==> config.mk <==
export PLATFORM = sky130hd
export DESIGN_NAME = even_spread_subvoxel_indexer_unit
export DESIGN_NICKNAME = d
export VERILOG_FILES = /design/src/rtl/core/esvi_pkg.sv /design/src/rtl/core/esvi_ctrl.sv /design/src/rtl/core/esvi_dp.sv /design/src/rtl/core/even_spread_subvoxel_indexer_unit.sv
export SDC_FILE = /design/constraint.sdc
export NUM_CORES = 2
export LEC_CHECK = 0
export BUFFER_PORTS_ARGS = -buffer_cell sky130_fd_sc_hd__buf_2
export CAP_MARGIN = 25
export CORE_ASPECT_RATIO = 1.75
export CORE_MARGIN = 2
export CORE_UTILIZATION = 40
export CTS_CLUSTER_DIAMETER = 100
export DETAILED_ROUTE_END_ITERATION = 12
export GPL_ROUTABILITY_DRIVEN = 0
export GPL_TIMING_DRIVEN = 1
export PLACE_DENSITY = 0.64
export SLEW_MARGIN = 40
export SYNTH_ARGS = -nofsm -noshare
export SYNTH_HDL_FRONTEND = slang
export SYNTH_SLANG_ARGS = --single-unit
==> constraint.sdc <==
create_clock -name clk -period 5.95 [get_ports clk]
set_clock_uncertainty 0.2 [all_clocks]
set_input_delay 1.19 -clock clk [delete_from_list [all_inputs] [get_ports clk]]
set_output_delay 1.19 -clock clk [all_outputs]
set_load 0.005 [all_outputs]
==> src/rtl/core/esvi_pkg.sv <==
// Shared types and constants for the even-spread subvoxel indexer.
package esvi_pkg;

  localparam int UNIT_W      = 17;  // unit_total register
  localparam int VOXEL_W     = 13;  // voxel_total register
  localparam int UNIT_IDX_W  = 16;
  localparam int VOXEL_IDX_W = 12;
  localparam int OFFSET_W    = 6;
  localparam int DIV_OUT_W   = 7;
  localparam int DATA_W      = 32;
  localparam int ADDR_W      = 3;

  // Register indexes (byte address / 4)
  localparam logic REG_UNIT_TOTAL  = 1'b0;
  localparam logic REG_VOXEL_TOTAL = 1'b1;

  // Controller -> datapath
  typedef struct packed {
    logic search_init;  // d = 1
    logic search_mul;   // product = d^3 * voxel_total
    logic search_next;  // d = d + 1
    logic finish;       // start the walk, load restart result
    logic step;         // advance one subvoxel, load step result
  } esvi_cmd_t;

  // Datapath -> controller
  typedef struct packed {
    logic search_more;  // product still short of unit_total
  } esvi_status_t;

endpackage

==> src/rtl/core/esvi_ctrl.sv <==
// Controller: request/result handshake and division search sequencing.
module esvi_ctrl (
  input  logic                  clk,
  input  logic                  rst,
  input  logic                  step_valid,
  output logic                  step_ready,
  input  logic                  restart,
  output logic                  result_valid,
  input  logic                  result_ready,
  input  esvi_pkg::esvi_status_t status,
  output esvi_pkg::esvi_cmd_t    cmd
);
  import esvi_pkg::*;

  localparam logic [1:0] ST_IDLE = 2'd0;
  localparam logic [1:0] ST_MUL  = 2'd1;
  localparam logic [1:0] ST_CMP  = 2'd2;
  localparam logic [1:0] ST_FIN  = 2'd3;

  logic [1:0] state, state_next;
  logic       result_valid_next;
  logic       out_free;
  logic       accept;

  assign out_free   = !result_valid || result_ready;
  assign step_ready = (state == ST_IDLE) && out_free;
  assign accept     = step_valid && step_ready;

  always_comb begin
    state_next = state;
    cmd        = '0;
    case (state)
      ST_IDLE: begin
        if (accept) begin
          if (restart) begin
            cmd.search_init = 1'b1;
            state_next      = ST_MUL;
          end else begin
            cmd.step = 1'b1;
          end
        end
      end
      ST_MUL: begin
        cmd.search_mul = 1'b1;
        state_next     = ST_CMP;
      end
      ST_CMP: begin
        if (status.search_more) begin
          cmd.search_next = 1'b1;
          state_next      = ST_MUL;
        end else begin
          state_next = ST_FIN;
        end
      end
      ST_FIN: begin
        if (out_free) begin
          cmd.finish = 1'b1;
          state_next = ST_IDLE;
        end
      end
      default: state_next = ST_IDLE;
    endcase
  end

  always_comb begin
    if (cmd.step || cmd.finish) begin
      result_valid_next = 1'b1;
    end else if (result_ready) begin
      result_valid_next = 1'b0;
    end else begin
      result_valid_next = result_valid;
    end
  end

  always_ff @(posedge clk) begin
    if (rst) begin
      state        <= ST_IDLE;
      result_valid <= 1'b0;
    end else begin
      state        <= state_next;
      result_valid <= result_valid_next;
    end
  end

endmodule

==> src/rtl/core/esvi_dp.sv <==
// Datapath: division search, Bresenham walk state, ripple digits, result register.
module esvi_dp #(
  parameter int MAX_DIVISIONS = 64
) (
  input  logic                                clk,
  input  logic                                rst,
  input  esvi_pkg::esvi_cmd_t                 cmd,
  output esvi_pkg::esvi_status_t              status,
  input  logic [esvi_pkg::UNIT_W-1:0]         unit_total,
  input  logic [esvi_pkg::VOXEL_W-1:0]        voxel_total,
  output logic                                selected,
  output logic [esvi_pkg::UNIT_IDX_W-1:0]     unit_index,
  output logic [esvi_pkg::VOXEL_IDX_W-1:0]    voxel_index,
  output logic [esvi_pkg::OFFSET_W-1:0]       offset_x,
  output logic [esvi_pkg::OFFSET_W-1:0]       offset_y,
  output logic [esvi_pkg::OFFSET_W-1:0]       offset_z,
  output logic [esvi_pkg::DIV_OUT_W-1:0]      divisions,
  output logic                                walk_done
);
  import esvi_pkg::*;

  localparam int DW     = $clog2(MAX_DIVISIONS + 1);
  localparam int SQ_W   = 2 * DW;
  localparam int CUBE_W = 3 * DW;
  localparam int S_W    = VOXEL_W + CUBE_W;
  localparam int ERR_W  = S_W + UNIT_W + 3;
  localparam int CMP_W  = S_W + UNIT_W;
  localparam int EXT_W  = DW + DIV_OUT_W;

  // Search registers
  logic [DW-1:0]     cand_d;
  logic [SQ_W-1:0]   cand_sq;
  logic [CUBE_W-1:0] cand_cube;
  logic [S_W-1:0]    product;

  // Walk state
  logic signed [ERR_W-1:0] error_term;
  logic [S_W-1:0]          step_index;
  logic [S_W-1:0]          subvoxel_count;
  logic [DW-1:0]           division_count;
  logic [DW-1:0]           digit_x, digit_y, digit_z;
  logic [VOXEL_W-1:0]      voxel_counter;
  logic [UNIT_W-1:0]       unit_counter;

  logic [S_W-1:0] product_mul;
  assign product_mul = cand_cube * voxel_total;

  assign status.search_more = (voxel_total != '0) && (cand_d < DW'(MAX_DIVISIONS)) &&
                              (CMP_W'(product) < CMP_W'(unit_total));

  // Step arithmetic
  logic                    active, sel;
  logic signed [ERR_W-1:0] two_u, two_s, err_step;
  logic [DW-1:0]           zp1, yp1, xp1;
  logic                    z_wrap, y_wrap, x_wrap;
  logic [S_W-1:0]          step_inc;

  assign active   = step_index < subvoxel_count;
  assign sel      = active && (error_term > 0) && (unit_counter < unit_total);
  assign two_u    = $signed(ERR_W'({unit_total, 1'b0}));
  assign two_s    = $signed(ERR_W'({subvoxel_count, 1'b0}));
  assign err_step = error_term + two_u - (sel ? two_s : '0);
  assign zp1      = digit_z + DW'(1);
  assign yp1      = digit_y + DW'(1);
  assign xp1      = digit_x + DW'(1);
  assign z_wrap   = zp1 >= division_count;
  assign y_wrap   = yp1 >= division_count;
  assign x_wrap   = xp1 >= division_count;
  assign step_inc = step_index + S_W'(1);

  // Digit extension to output widths for any DW
  logic [EXT_W-1:0] ext_x, ext_y, ext_z, ext_div_cur, ext_div_new;
  assign ext_x       = EXT_W'(digit_x);
  assign ext_y       = EXT_W'(digit_y);
  assign ext_z       = EXT_W'(digit_z);
  assign ext_div_cur = EXT_W'(division_count);
  assign ext_div_new = EXT_W'(cand_d);

  // Search sequencing
  always_ff @(posedge clk) begin
    if (cmd.search_init) begin
      cand_d    <= DW'(1);
      cand_sq   <= SQ_W'(1);
      cand_cube <= CUBE_W'(1);
    end else if (cmd.search_next) begin
      // (d+1)^2 = d^2 + 2d + 1, (d+1)^3 = d^3 + 3d^2 + 3d + 1
      cand_d    <= cand_d + DW'(1);
      cand_sq   <= cand_sq + SQ_W'({cand_d, 1'b0}) + SQ_W'(1);
      cand_cube <= cand_cube + CUBE_W'({cand_sq, 1'b0}) + CUBE_W'(cand_sq) +
                   CUBE_W'({cand_d, 1'b0}) + CUBE_W'(cand_d) + CUBE_W'(1);
    end
    if (cmd.search_mul) begin
      product <= product_mul;
    end
  end

  // Walk state
  always_ff @(posedge clk) begin
    if (rst) begin
      error_term     <= '0;
      step_index     <= '0;
      subvoxel_count <= '0;
      division_count <= DW'(1);
      digit_x        <= '0;
      digit_y        <= '0;
      digit_z        <= '0;
      voxel_counter  <= '0;
      unit_counter   <= '0;
    end else if (cmd.finish) begin
      division_count <= cand_d;
      subvoxel_count <= product;
      error_term     <= two_u - $signed(ERR_W'(product));
      step_index     <= '0;
      digit_x        <= '0;
      digit_y        <= '0;
      digit_z        <= '0;
      voxel_counter  <= '0;
      unit_counter   <= '0;
    end else if (cmd.step && active) begin
      error_term <= err_step;
      step_index <= step_inc;
      if (sel) begin
        unit_counter <= unit_counter + UNIT_W'(1);
      end
      if (!z_wrap) begin
        digit_z <= zp1;
      end else begin
        digit_z <= '0;
        if (!y_wrap) begin
          digit_y <= yp1;
        end else begin
          digit_y <= '0;
          if (!x_wrap) begin
            digit_x <= xp1;
          end else begin
            digit_x       <= '0;
            voxel_counter <= voxel_counter + VOXEL_W'(1);
          end
        end
      end
    end
  end

  // Result register
  always_ff @(posedge clk) begin
    if (cmd.finish) begin
      selected    <= 1'b0;
      unit_index  <= '0;
      voxel_index <= '0;
      offset_x    <= '0;
      offset_y    <= '0;
      offset_z    <= '0;
      divisions   <= ext_div_new[DIV_OUT_W-1:0];
      walk_done   <= (product == '0);
    end else if (cmd.step) begin
      selected    <= sel;
      unit_index  <= sel ? unit_counter[UNIT_IDX_W-1:0] : '0;
      voxel_index <= sel ? voxel_counter[VOXEL_IDX_W-1:0] : '0;
      offset_x    <= sel ? ext_x[OFFSET_W-1:0] : '0;
      offset_y    <= sel ? ext_y[OFFSET_W-1:0] : '0;
      offset_z    <= sel ? ext_z[OFFSET_W-1:0] : '0;
      divisions   <= ext_div_cur[DIV_OUT_W-1:0];
      walk_done   <= active ? (step_inc >= subvoxel_count) : 1'b1;
    end
  end

endmodule

==> src/rtl/core/even_spread_subvoxel_indexer_unit.sv <==
// Top level of the even-spread subvoxel indexer: config registers, controller, datapath.
//
//   channel   direction  handshake                  payload
//   step      in         step_valid / step_ready    restart
//   result    out        result_valid / result_ready selected, unit_index, voxel_index,
//                                                   offset_x/y/z, divisions, walk_done
//   config    in         APB psel/penable/pwrite    unit_total @0x0, voxel_total @0x4
//
// A step request (restart = 0) is one wide add and compare on the error term; its result
// is registered for the next cycle, so steps flow one per cycle while the result side keeps up.
// A restart request walks the division search, a multiply state then a compare state per
// candidate d, for d up to MAX_DIVISIONS, then a finish state that loads the result.
// One request is in flight at a time; step_ready drops while a search runs or while the
// result register holds an untaken result.
// Synchronous reset clears the walk (no subvoxels, divisions = 1) and both registers.
module even_spread_subvoxel_indexer_unit #(
  parameter int MAX_DIVISIONS = 64
) (
  input  logic                                clk,
  input  logic                                rst,
  // request channel
  input  logic                                step_valid,
  output logic                                step_ready,
  input  logic                                restart,
  // result channel
  output logic                                result_valid,
  input  logic                                result_ready,
  output logic                                selected,
  output logic [esvi_pkg::UNIT_IDX_W-1:0]     unit_index,
  output logic [esvi_pkg::VOXEL_IDX_W-1:0]    voxel_index,
  output logic [esvi_pkg::OFFSET_W-1:0]       offset_x,
  output logic [esvi_pkg::OFFSET_W-1:0]       offset_y,
  output logic [esvi_pkg::OFFSET_W-1:0]       offset_z,
  output logic [esvi_pkg::DIV_OUT_W-1:0]      divisions,
  output logic                                walk_done,
  // APB config port
  input  logic                                psel,
  input  logic                                penable,
  input  logic                                pwrite,
  input  logic [esvi_pkg::ADDR_W-1:0]         paddr,
  input  logic [esvi_pkg::DATA_W-1:0]         pwdata,
  output logic [esvi_pkg::DATA_W-1:0]         prdata,
  output logic                                pready
);
  import esvi_pkg::*;

  logic [UNIT_W-1:0]  unit_total;
  logic [VOXEL_W-1:0] voxel_total;
  logic               cfg_wr;
  logic               reg_sel;
  esvi_cmd_t          cmd;
  esvi_status_t       status;

  // Register file: word index is paddr[2]; byte offset bits ignored.
  assign pready  = 1'b1;
  assign reg_sel = paddr[2];
  assign cfg_wr  = psel && penable && pwrite && pready;

  always_ff @(posedge clk) begin
    if (rst) begin
      unit_total  <= '0;
      voxel_total <= '0;
    end else if (cfg_wr) begin
      case (reg_sel)
        REG_UNIT_TOTAL:  unit_total  <= pwdata[UNIT_W-1:0];
        REG_VOXEL_TOTAL: voxel_total <= pwdata[VOXEL_W-1:0];
        default: ;
      endcase
    end
  end

  always_comb begin
    case (reg_sel)
      REG_UNIT_TOTAL:  prdata = DATA_W'(unit_total);
      REG_VOXEL_TOTAL: prdata = DATA_W'(voxel_total);
      default:         prdata = '0;
    endcase
  end

  // Sequencer: owns both handshakes and the search loop.
  esvi_ctrl u_ctrl (
    .clk          (clk),
    .rst          (rst),
    .step_valid   (step_valid),
    .step_ready   (step_ready),
    .restart      (restart),
    .result_valid (result_valid),
    .result_ready (result_ready),
    .status       (status),
    .cmd          (cmd)
  );

  // Walk state, search arithmetic and the result register.
  esvi_dp #(
    .MAX_DIVISIONS (MAX_DIVISIONS)
  ) u_dp (
    .clk         (clk),
    .rst         (rst),
    .cmd         (cmd),
    .status      (status),
    .unit_total  (unit_total),
    .voxel_total (voxel_total),
    .selected    (selected),
    .unit_index  (unit_index),
    .voxel_index (voxel_index),
    .offset_x    (offset_x),
    .offset_y    (offset_y),
    .offset_z    (offset_z),
    .divisions   (divisions),
    .walk_done   (walk_done)
  );

endmodule

==> flow_metrics.tcl <==
set metrics [dict create \
    status "finished, violations left" \
    violations "negative setup slack" \
    final_cells 5252 \
    power.density_nw_per_um2 204.7 \
    vias_per_cell 5.432 \
    p_seq_frac 0.314 \
    fmax_mhz 168.0 \
    cp_max_fo 6 \
    grt_usage 0.2508 \
    critPathArrivalTime_ps 6090 \
    crit_path_end_kind "flop" \
    placedCellCount 5162 \
    setup_viol 1 \
    drive_gt1_frac 0.1756 \
    holdWs_ps 240.0 \
    power_leakage_nw 17.87 \
    rsz0062_at_grt "true" \
    synth_seq_cells 343 \
    maxSlewViolCount 0 \
    cts_made_buffers 36 \
    synth_area_per_cell_sq_um 8.464 \
    dpl.hpwl_microns 83730 \
    die_x_microns 216.6 \
    worstRegToRegCells 20 \
    grt_max_degree 69 \
    slew-limit-headroom 0.4296 \
    antenna_found_initial 5 \
    fin_nets 4830 \
    power.switching_w 0.002748 \
    internal_power_w 0.005088 \
    clkPwrFrac 0.318 \
    initial_core_util 0.4034 \
    hold_depth 2 \
    final_common_cell "nand2_1" \
    ir_drop_mv 0.2035 \
    clk_latency_ps 580 \
    clk_path_buf_depth 3 \
    syn_area_sq_um 31650 \
    period_minus_slack_ps 5954 \
    comb_power_share 0.368 \
    grt_overflow 0 \
    worst_pin_slew_ps 855.7 \
    wire_per_inst_microns 19.62 \
    start_kind "flop" \
    die_h_microns 376.1 \
    clk_pin_slew_ps 60 \
    drcViolationCount 0 \
    timing.final.ws_setup_ps -3.588 \
    drtAntennaViolNets 0 \
    vias 28530 \
    cts-htree-levels 2 \
    place_ws_ps -652.1 \
    drt-initial-drc-count 1502 \
    grt_pass1_wl_microns 158100 \
    final_cell_mix "nand2_1, buf_4, inv_1" \
    synthToLayoutAreaGrowth_pct 20.98 \
    layout_worst_path_cycle_share 1.001 \
    crit_type "reg2reg" \
    synthCells 3739 \
    first_global_vias 29420 \
    cts_root_buf "clkbuf_16" \
    hold_viol_final 0 \
    ctsHoldBuffers 0 \
    cts_tree "done" \
    ys_types 76 \
    port_buffers 99 \
    dieArea_sq_um 81470 \
    yosysWarningCount 0 \
    coreArea_sq_um 78450 \
    maxCapViolCount 0 \
    dr.pass1.iters 5 \
    synth_edf_count 42 \
    cp_data_required_time_ps 6080 \
    totalWireLength_microns 103000 \
    clock-sinks 343 \
    ys.flop_type "dfxtp_1" \
    power.total_w 0.007836 \
    hold_class "reg2reg" \
    swShare 0.3507 \
    synthArstFlopShare 0 \
    seq_area_frac_synth 0.2303 \
    ioPinCount 133 \
    row_count 136 \
]
[final timing paths]
| check | endpoint | slack, ps | startpoint |
|---|---|---|---|
| max | u_dp.product[33] | -4 | u_dp.cand_cube[6] |
| max reg2reg | u_dp.product[33] | -4 | u_dp.cand_cube[6] |
| min | u_dp.selected | 240 | u_dp.selected |
| min reg2reg | u_dp.selected | 240 | u_dp.selected |
[cell families (layout without fill, tap and decap cells)]
| group | Yosys count | count (layout) | share of synthesized area |
|---|---|---|---|
| adder cells (fa/ha/maj) | 601 | 601 | 0.2984 |
| multiplexers | 13 | 13 | 0.004152 |
| buffers and inverters | 537 | 998 | 0.06595 |
| other | 2 | 19 | 0.0002373 |
| AO/OA/AOI/OAI | 779 | 779 | 0.1543 |
| flip-flops | 343 | 343 | 0.2303 |
| XOR/XNOR | 209 | 209 | 0.05784 |
| AND/OR/NAND/NOR | 1255 | 1255 | 0.1889 |
[timing repair]
item | 4_1_cts | 5_1_grt
hold endpoints to repair | 0 | 0
endpoints found under the setup margin | 30 | 33
pin swaps | 11 | 58
gates resized for setup | 44 | 84
gates cloned | 0 | 2
setup buffers | 6 | 15
[cell type report]
| class | instances | area (sq um) |
|---|---|---|
| flip-flops and latches | 343 | 7342 |
| inverters | 365 | 1370 |
| fillers | 7437 | 40160 |
| multi-input cells | 2873 | 22730 |
| clock buffers | 42 | 985.9 |
| clock inverters | 24 | 284.0 |
| diodes | 3 | 7.507 |
| well taps | 1035 | 1295 |
| repair buffers | 567 | 4268 |
[sequential cells by signal (all words and copies together) (netlist names), 2 cells and up]
signal / flops
u_dp.offset_z: 6
u_dp.unit_counter: 17
unit_total: 17
u_dp.division_count: 7
u_dp.cand_cube: 21
u_dp.offset_y: 6
u_dp.voxel_counter: 12
u_dp.error_term: 54
voxel_total: 13
u_dp.divisions: 7
u_dp.voxel_index: 12
u_dp.digit_y: 7
u_dp.unit_index: 16
u_dp.product: 34
u_dp.offset_x: 6
u_dp.cand_sq: 14
u_dp.cand_d: 7
u_ctrl.state: 2
u_dp.digit_x: 7
u_dp.digit_z: 7
u_dp.subvoxel_count: 34
u_dp.step_index: 34
[critical path, cell delays in order (launching register included)]
cell and delay (ps):
dfxtp_4 450, buf_6 150, nand2_4 40, fa_1 520, inv_2 40, fa_1 490
fa_1 540, fa_1 570, fa_1 470, ha_4 300, nand4_1 260, a2111oi_4 400
o21ai_2 160, a21boi_1 170, buf_4 150, a31oi_4 100, o21ai_2 200, buf_4 140
a211o_1 160, a21oi_2 70, xnor2_1 120
[metrics by stage]
step                utilization  area [sq um]  TNS (ps)
floorplan                     -         31700         0
global placement         0.4635         36360     -4884
detailed placement       0.4638         36380     -6025
CTS                      0.4822         37830         0
global route             0.4880         38280    -344.0
finish                   0.4881         38290    -3.588
[cells in the mapped netlist (7+ instances only)]
cell,n,area [sq um]
a2111oi_0,7,61.31
a211oi_1,43,322.8
a21o_1,60,450.4
a21oi_1,287,1436
a221oi_1,8,70.07
a22o_1,44,385.4
a311oi_1,9,78.83
a31oi_1,17,106.4
and2_1,130,813.3
and3_1,35,219.0
and4_1,11,96.34
buf_1,11,41.29
buf_4,18,135.1
clkbuf_1,140,525.5
dfxtp_1,301,6026
edfxtp_1,42,1261
fa_1,256,5125
ha_1,345,4317
inv_1,364,1366
mux2i_1,12,120.1
nand2_1,542,2034
nand2b_1,30,187.7
nand3_1,60,300.3
nand3b_1,10,75.07
nand4_1,54,337.8
nor2_1,190,713.2
nor2b_1,29,181.4
nor3_1,55,275.3
nor4_1,34,212.7
o211ai_1,15,112.6
o21a_1,22,165.2
o21ai_0,163,815.8
o21bai_1,20,150.1
o221ai_1,7,61.31
o31ai_1,12,90.09
or3_1,45,281.5
or4_1,7,52.55
xnor2_1,104,910.9
xor2_1,105,919.6
[metal layers]
| layer | routed length [microns] | track usage | vias to the layer above |
|---|---|---|---|
| li1 | - | - | 13610 |
| met2 | 52740 | 0.4643 | 793 |
| met4 | 11110 | 0.2271 | 0 |
| met3 | 4637 | 0.03325 | 385 |
| met1 | 34560 | 0.2387 | 13740 |
| met5 | 0 | 0 | - |
[power groups by stage]
stage	Sequential, W	Clock [W]	Combinational, W
2_1_floorplan	0.00250	0	0.00158
3_3_place_gp	0.00252	0	0.00270
3_5_place_dp	0.00252	0	0.00272
4_1_cts	0.00246	0.00253	0.00276
5_1_grt	0.00247	0.00261	0.00311
6_report	0.00246	0.00249	0.00288
No activity file was read; power rests on OpenSTA's default activity.
